[src/rtl/mdio_mfm_pkg.sv]
// types and constants shared by the clause 22 management frame master
// no dependencies; used by mdio_mfm_core and mdio_management_frame_master_unit
package mdio_mfm_pkg;

	typedef enum logic [1:0] {
		ACT_TICK  = 2'd0,
		ACT_READ  = 2'd1,
		ACT_WRITE = 2'd2,
		ACT_NOP   = 2'd3
	} action_t;

	localparam int unsigned PRE_W    = 6;
	localparam int unsigned BITPOS_W = 7;
	localparam int unsigned IDX_W    = 5;
	localparam int unsigned DATA_W   = 16;

	localparam logic [PRE_W-1:0]    PRE_RESET  = 6'd32;
	localparam logic [BITPOS_W-1:0] FRAME_TAIL = 7'd32;
	localparam logic [3:0]          CMD_READ   = 4'b0110;
	localparam logic [3:0]          CMD_WRITE  = 4'b0101;
	localparam logic [1:0]          WRITE_TA   = 2'b10;

	localparam logic [IDX_W-1:0] IDX_TA         = 5'd14;
	localparam logic [IDX_W-1:0] IDX_DATA_FIRST = 5'd15;
	localparam logic [IDX_W-1:0] IDX_DATA_LAST  = 5'd30;
	localparam logic [IDX_W-1:0] IDX_LAST       = 5'd31;

	typedef struct packed {
		action_t             action;
		logic [4:0]          phy_address;
		logic [4:0]          register_address;
		logic [DATA_W-1:0]   write_data;
		logic                line_in;
	} item_t;

	typedef struct packed {
		logic                start_rejected;
		logic [DATA_W-1:0]   read_data;
		logic                done_res;
		logic                busy_res;
		logic                line_drive;
		logic                line_out;
	} result_t;

	typedef struct packed {
		logic                active;
		logic [BITPOS_W-1:0] bit_position;
	} status_t;

endpackage

[src/rtl/mdio_management_frame_master_unit.sv]
// clause 22 management frame master: stream ports, result register, config port
// depends on mdio_mfm_pkg and mdio_mfm_core
//
// channel  | direction | signals                       | content
// s_*      | in        | s_tvalid s_tready s_tuser s_tdata | one item per transaction
// m_*      | out       | m_tvalid m_tready m_tdata      | one result per input item
// cfg_*    | in        | cfg_valid cfg_ready cfg_data   | preamble_length write
//
// each input item yields its result in the next cycle, one per cycle if m_tready is high
// the single result register sets the rate; a new item is taken while it drains
// m_tready low holds the result and stalls s_tready; cfg_ready is always high
// arst_n clears the frame state and sets preamble_length to 32
module mdio_management_frame_master_unit #(
	parameter int PREAMBLE_MAX = 32
) (
	input  logic        clk,
	input  logic        arst_n,
	input  logic        s_tvalid,
	output logic        s_tready,
	input  logic [1:0]  s_tuser,   // action
	input  logic [31:0] s_tdata,   // phy_address, register_address, write_data, line_in, pad
	output logic        m_tvalid,
	input  logic        m_tready,
	output logic [23:0] m_tdata,   // line_out, line_drive, busy_res, done_res, read_data,
	                               // start_rejected, pad
	input  logic        cfg_valid,
	output logic        cfg_ready,
	input  logic [5:0]  cfg_data
);

	mdio_mfm_pkg::item_t   item;
	mdio_mfm_pkg::result_t res;
	mdio_mfm_pkg::result_t res_q;
	mdio_mfm_pkg::status_t stat;
	logic                  valid_q;
	logic                  s_fire;

	assign item.action           = mdio_mfm_pkg::action_t'(s_tuser);
	assign item.phy_address      = s_tdata[4:0];
	assign item.register_address = s_tdata[9:5];
	assign item.write_data       = s_tdata[25:10];
	assign item.line_in          = s_tdata[26];

	assign s_tready  = !valid_q || m_tready;
	assign s_fire    = s_tvalid && s_tready;
	assign cfg_ready = 1'b1;

	mdio_mfm_core #(
		.PREAMBLE_MAX(PREAMBLE_MAX)
	) u_core (
		.clk     (clk),
		.arst_n  (arst_n),
		.step    (s_fire),
		.item    (item),
		.cfg_we  (cfg_valid && cfg_ready),
		.cfg_data(cfg_data),
		.res     (res),
		.stat    (stat)
	);

	always_ff @(posedge clk or negedge arst_n) begin
		if (!arst_n) begin
			valid_q <= 1'b0;
		end else if (s_tready) begin
			valid_q <= s_tvalid;
		end
	end

	always_ff @(posedge clk) begin
		if (s_fire) begin
			res_q <= res;
		end
	end

	assign m_tvalid = valid_q;
	assign m_tdata  = {3'd0, res_q};

	a_done_busy: assert property (@(posedge clk) disable iff (!arst_n)
		m_tvalid |-> (!res_q.done_res || res_q.busy_res))
		else $error("done without busy");

	a_released_low: assert property (@(posedge clk) disable iff (!arst_n)
		m_tvalid && !res_q.line_drive |-> !res_q.line_out)
		else $error("line_out high while released");

	a_bitpos_range: assert property (@(posedge clk) disable iff (!arst_n)
		stat.active |-> (stat.bit_position != '0
			&& stat.bit_position <= 7'(PREAMBLE_MAX) + mdio_mfm_pkg::FRAME_TAIL))
		else $error("bit position out of range in active frame");

	a_start_takes: assert property (@(posedge clk) disable iff (!arst_n)
		s_fire && !stat.active && (s_tuser == mdio_mfm_pkg::ACT_READ
			|| s_tuser == mdio_mfm_pkg::ACT_WRITE) |=> stat.active)
		else $error("accepted start did not open a frame");

	a_done_closes: assert property (@(posedge clk) disable iff (!arst_n)
		s_fire && res.done_res |=> !stat.active)
		else $error("frame still active after done");

endmodule

[src/rtl/mdio_mfm_core.sv]
// frame sequencer: preamble register, frame state and one bit period per tick
// depends on mdio_mfm_pkg
module mdio_mfm_core #(
	parameter int PREAMBLE_MAX = 32
) (
	input  logic                                    clk,
	input  logic                                    arst_n,
	input  logic                                    step,
	input  mdio_mfm_pkg::item_t                     item,
	input  logic                                    cfg_we,
	input  logic [mdio_mfm_pkg::PRE_W-1:0]          cfg_data,
	output mdio_mfm_pkg::result_t                   res,
	output mdio_mfm_pkg::status_t                   stat
);

	localparam logic [mdio_mfm_pkg::PRE_W-1:0] PRE_MAX = mdio_mfm_pkg::PRE_W'(PREAMBLE_MAX);

	logic [mdio_mfm_pkg::PRE_W-1:0]    preamble_q;
	logic                              active_q, active_d;
	logic                              is_write_q, is_write_d;
	logic [mdio_mfm_pkg::BITPOS_W-1:0] bitpos_q, bitpos_d;
	logic [31:0]                       out_shift_q, out_shift_d;
	logic [mdio_mfm_pkg::DATA_W-1:0]   in_shift_q, in_shift_d;
	logic [mdio_mfm_pkg::PRE_W-1:0]    pre_sat;
	logic [mdio_mfm_pkg::IDX_W-1:0]    idx;
	logic [13:0]                       header;

	assign pre_sat = (preamble_q > PRE_MAX) ? PRE_MAX : preamble_q;
	assign idx     = mdio_mfm_pkg::IDX_W'(mdio_mfm_pkg::FRAME_TAIL - bitpos_q);
	assign header  = {(item.action == mdio_mfm_pkg::ACT_WRITE) ? mdio_mfm_pkg::CMD_WRITE
			: mdio_mfm_pkg::CMD_READ, item.phy_address, item.register_address};

	always_comb begin
		res         = '0;
		res.busy_res = active_q;
		active_d    = active_q;
		is_write_d  = is_write_q;
		bitpos_d    = bitpos_q;
		out_shift_d = out_shift_q;
		in_shift_d  = in_shift_q;
		unique case (item.action)
			mdio_mfm_pkg::ACT_READ, mdio_mfm_pkg::ACT_WRITE: begin
				if (active_q) begin
					res.start_rejected = 1'b1;
				end else begin
					is_write_d  = (item.action == mdio_mfm_pkg::ACT_WRITE);
					out_shift_d = {header, 18'd0};
					if (is_write_d) begin
						out_shift_d[17:0] = {mdio_mfm_pkg::WRITE_TA, item.write_data};
					end
					in_shift_d   = '0;
					bitpos_d     = mdio_mfm_pkg::BITPOS_W'(pre_sat) + mdio_mfm_pkg::FRAME_TAIL;
					active_d     = 1'b1;
					res.busy_res = 1'b1;
				end
			end
			mdio_mfm_pkg::ACT_TICK: begin
				if (active_q) begin
					if (bitpos_q > mdio_mfm_pkg::FRAME_TAIL) begin
						res.line_out   = 1'b1;
						res.line_drive = 1'b1;
					end else begin
						if (is_write_q || idx < mdio_mfm_pkg::IDX_TA) begin
							res.line_out   = out_shift_q[31];
							res.line_drive = 1'b1;
							out_shift_d    = {out_shift_q[30:0], 1'b0};
						end else if (idx >= mdio_mfm_pkg::IDX_DATA_FIRST
								&& idx <= mdio_mfm_pkg::IDX_DATA_LAST) begin
							in_shift_d = {in_shift_q[mdio_mfm_pkg::DATA_W-2:0], item.line_in};
						end
						if (idx == mdio_mfm_pkg::IDX_LAST) begin
							res.done_res = 1'b1;
							if (!is_write_q) begin
								res.read_data = in_shift_q;
							end
						end
					end
					if (bitpos_q != '0) begin
						bitpos_d = bitpos_q - mdio_mfm_pkg::BITPOS_W'(1);
					end
					if (res.done_res || bitpos_d == '0) begin
						active_d = 1'b0;
					end
				end
			end
			mdio_mfm_pkg::ACT_NOP: begin
			end
			default: begin
			end
		endcase
	end

	always_ff @(posedge clk or negedge arst_n) begin
		if (!arst_n) begin
			preamble_q  <= mdio_mfm_pkg::PRE_RESET;
			active_q    <= 1'b0;
			is_write_q  <= 1'b0;
			bitpos_q    <= '0;
			out_shift_q <= '0;
			in_shift_q  <= '0;
		end else begin
			if (cfg_we) begin
				preamble_q <= cfg_data;
			end
			if (step) begin
				active_q    <= active_d;
				is_write_q  <= is_write_d;
				bitpos_q    <= bitpos_d;
				out_shift_q <= out_shift_d;
				in_shift_q  <= in_shift_d;
			end
		end
	end

	assign stat.active       = active_q;
	assign stat.bit_position = bitpos_q;

endmodule
[config.mk]
export PLATFORM = sky130hd
export DESIGN_NAME = mdio_management_frame_master_unit
export DESIGN_NICKNAME = d
export VERILOG_FILES = /design/src/rtl/mdio_mfm_pkg.sv /design/src/rtl/mdio_management_frame_master_unit.sv /design/src/rtl/mdio_mfm_core.sv
export SDC_FILE = /design/constraint.sdc
export NUM_CORES = 1
export LEC_CHECK = 0
export ABC_AREA = 1
export BUFFER_PORTS_ARGS = -buffer_cell sky130_fd_sc_hd__buf_2
export CAP_MARGIN = 10
export CORE_MARGIN = 3
export CORE_UTILIZATION = 56
export CTS_CLUSTER_DIAMETER = 30
export CTS_CLUSTER_SIZE = 25
export DETAILED_ROUTE_END_ITERATION = 6
export PLACE_DENSITY = 0.77
export SLEW_MARGIN = 30
export SYNTH_ARGS = -nofsm -noshare
export SYNTH_HDL_FRONTEND = slang
export SYNTH_SLANG_ARGS = --single-unit
[constraint.sdc]
create_clock -name clk -period 2.5 [get_ports clk]
set_clock_uncertainty 0.2 [all_clocks]
set_input_delay 0.125 -clock clk [delete_from_list [all_inputs] [get_ports clk]]
set_output_delay 0.125 -clock clk [all_outputs]
set_load 0.02 [all_outputs]
==> impl_results.md <==
- Status: complete, no violations
- Largest net degree at the start of global routing: 64
- Residual DRC: 0
- First-pass GRT wire length: 15.6 mm
- # diodes: 0
- Worst-path cell chain: inv_1 -> ha_1 -> nand2_2 -> o21ai_1 -> nand2_1 -> nand2_2 -> nand3_1 -> o211ai_4 -> buf_12 -> nand2_1 -> o21ai_0
- Filler cells: 492
- Max FO, Critical Path: 63
- Starting Density: 59.4%
- Detailed Place HPWL: 5.50 mm
- Chip Width: 92.3 um
- Yosys top cell by area: dfrtp_1
- Total gr overflow: 0
- Syn Area/Cell: 8.77 um2
- Setup TNS: 0 ns
- CP Launch Type: flip-flop
- Unique masters post-synth: 35
- Final min period: 2.35 ns
- Ys Warns: 0
- Die H: 92.3 um
- Share of cells above drive strength 1: 18.7%
- Slowest cell delay on critical path: 0.42 ns
- Syn Inst Count: 475
- Post-synth top area share: 37.8%
- CP max-delay cell: dfrtp_1
- IO Count: 72
- Synth top area cells: dfrtp_1 (38%), edfxtp_1 (15%), nand2_1 (12%)
- Max Cap Violations: 0
- Seq pwr share: 46.0%
- Worst EP arrival: 2.40 ns
- Routed Wire Length: 9.05 mm
- Final #Nets: 635
- Worst Setup SP: u_core.bitpos_q[1]
- Clk Latency, worst-skew pair: 0.35 ns
- Final setup viols: 0
- Sequential area share after synthesis: 53.6%
- CTS H-tree lvls: 3
- Vias in the first global route: 3484
- P&R area growth vs syn: 27.6%
- Routed Antenna Nets: 0
- Static Leak: 2.61 nW
- DR vias/cell: 5.19
- Vias: 3547
- Worst Tran Pin Value: 0.788 ns
- WL/cell: 13.2 um
- Global-route usage over all layers: 22.9%
- Clk sink count: 85
- CTS root buffer: clkbuf_8
- Final period util: 93.9%
- Synthesized area: 0.00417 mm2
- Sw frac: 32.3%
- Slew Viols, Final: 0
- Reg2reg start: u_core.bitpos_q[1]
- Num rows: 30
- Die area: 0.00851 mm2
- Crit path kind: reg -> reg
- Total Power: 4.05 mW
- Clk pwr share: 28.8%
- DR iter-0 viols: 166
- CTS tree: built
- RSZ-0062 raised after global routing: false
- Worst-case reg-to-reg path depth: 11
- Crit path capture: u_core.out_shift_q[21]
- Gate power share: 25.3%
- Num CTS Buffers: 9
- Buffers on Ports: 62
- Final GP Congestion: 0.839
- Most frequent cells in the layout: nand2_1 (131), dfrtp_1 (63), buf_2 (62)
- Maximum vdd ir drop: 492 uV
- Maximum clock rate: 426 MHz
- Net switching power: 1.31 mW
- FF-to-FF End: u_core.out_shift_q[21]
- Commonest non-fill, non-tap cell in the layout: nand2_1
- Final Hold Violating Endpoints: 0
- Worst-path clk slew: 0.09 ns
- Antenna violations before repair: 1
- Int Power: 2.74 mW
- CTS Buffer Depth: 2
- Crit. End Element: flip-flop
- #FFs+latches synth: 85
- TritonRoute pass-1 iters: 5
- Rel. slew slack: 47.4%
- Hold crit path type: in -> async
- Core area: 0.00702 mm2
- P per Cell Area: 761 mW/mm2
- Reg2Reg Setup Slack: 0.15 ns
- Worst Path Required: 2.56 ns
==> metrics by stage <==
step / cell area (um2) / utilization, % / worst slack (ns) / instances / hold slack (ns)
2_1_floorplan: 4180 / - / 0.171 / 477 / -0.371
5_1_grt: 5320 / 75.8 / 0.00469 / 684 / 0.0516
4_1_cts: 5280 / 75.2 / 0.0646 / 682 / 0.0108
3_5_place_dp: 4580 / 65.3 / 0.0894 / 620 / -0.126
3_3_place_gp: 4580 / 65.2 / 0.171 / 620 / -0.129
6_report: 5320 / 75.8 / 0.154 / 684 / 0.0173
==> layout make-up <==
class | instances | area, um2 | share of cell area, %
Clock buffer | 11 | 131 | 2.47
Clock inverter | 5 | 108 | 2.02
Inverter | 58 | 220 | 4.14
Multi-Input combinational cell | 311 | 1630 | 30.7
Sequential cell | 85 | 2230 | 42.0
Tap cell | 96 | 120 | 2.26
Timing Repair Buffer | 118 | 875 | 16.4
==> how the worst min path moves through the flow <==
stage	start	endpoint
after floorplan	arst_n	m_tvalid
after global placement	arst_n	u_core.preamble_q[4]
after detailed placement	arst_n	u_core.preamble_q[4]
after CTS	s_tvalid	u_core.active_q
after global routing	s_tuser[1]	u_core.active_q
final	arst_n	u_core.preamble_q[4]
==> layer usage <==
| layer | wire length, um | global-route usage [%] | vias up | share of wire [%] |
|---|---|---|---|---|
| met3 | 459 | 3.77 | 20 | 5.1 |
| met1 | 3970 | 30.3 | 1665 | 44 |
| met4 | 176 | 9.65 | 2 | 1.9 |
| met2 | 4440 | 37.5 | 110 | 49 |
| met5 | 7 | 0 | - | 0.077 |
| li1 | - | - | 1750 | - |
==> power groups by stage <==
stage / Combinational [mW] / Sequential (mW) / Clock [mW]
after global routing: 1.16 / 1.89 / 1.24
after CTS: 0.989 / 1.85 / 1.18
after global placement: 0.881 / 1.86 / 0
after floorplan: 0.671 / 1.86 / 0
after detailed placement: 0.918 / 1.87 / 0
final: 1.02 / 1.86 / 1.17
==> cells in the mapped netlist, drive strengths merged <==
library cell    n
ha              7
nor2           35
a31oi           1
a21oi           8
mux2i          10
clkinv          1
o211ai          1
nand3          33
mux2            2
buf            12
nor3            1
dfstp           1
inv            57
xor2            1
dfrtp          63
a22oi          20
conb            2
edfxtp         21
or2             1
nand4           4
o21ai          44
clkbuf         11
o21bai          1
nand2         137
nand3b          1
==> flip-flops by register name, summed over array words and instances (netlist names) <==
signal / flops
m_tdata: 21
u_core.in_shift_q: 16
u_core.is_write_q: 1
u_core.bitpos_q: 7
u_core.out_shift_q: 32
u_core.active_q: 1
m_tvalid: 1
u_core.preamble_q: 6
==> cell families after synthesis <==
logic type	count (synthesis)	synth area share [%]
buf+inv	81	8.20
compound gates	75	11.0
xor+xnor	1	0.210
fa+ha+maj	7	2.10
other cells	2	0.180
simple gates	212	21.8
flops	85	53.6
mux	12	2.94
==> critical path, delay by kind of cell, from the launching register on <==
family	cells	cell delay (ns)
buffers and inverters	2	0.43
adder cells (fa/ha/maj)	1	0.25
AND/OR/NAND/NOR	5	0.54
AO/OA/AOI/OAI	3	0.40
flip-flops	1	0.42
==> timing repair <==
| item | 4_1_cts | 5_1_grt |
|---|---|---|
| resized for setup | 0 | 6 |
| endpoints found under the setup margin | 0 | 65 |
| setup buffers | 0 | 2 |
| hold buffers | 46 | 0 |
| hold endpoints to repair | 98 | 0 |
Note: power is estimated with default switching activity, not from simulation.
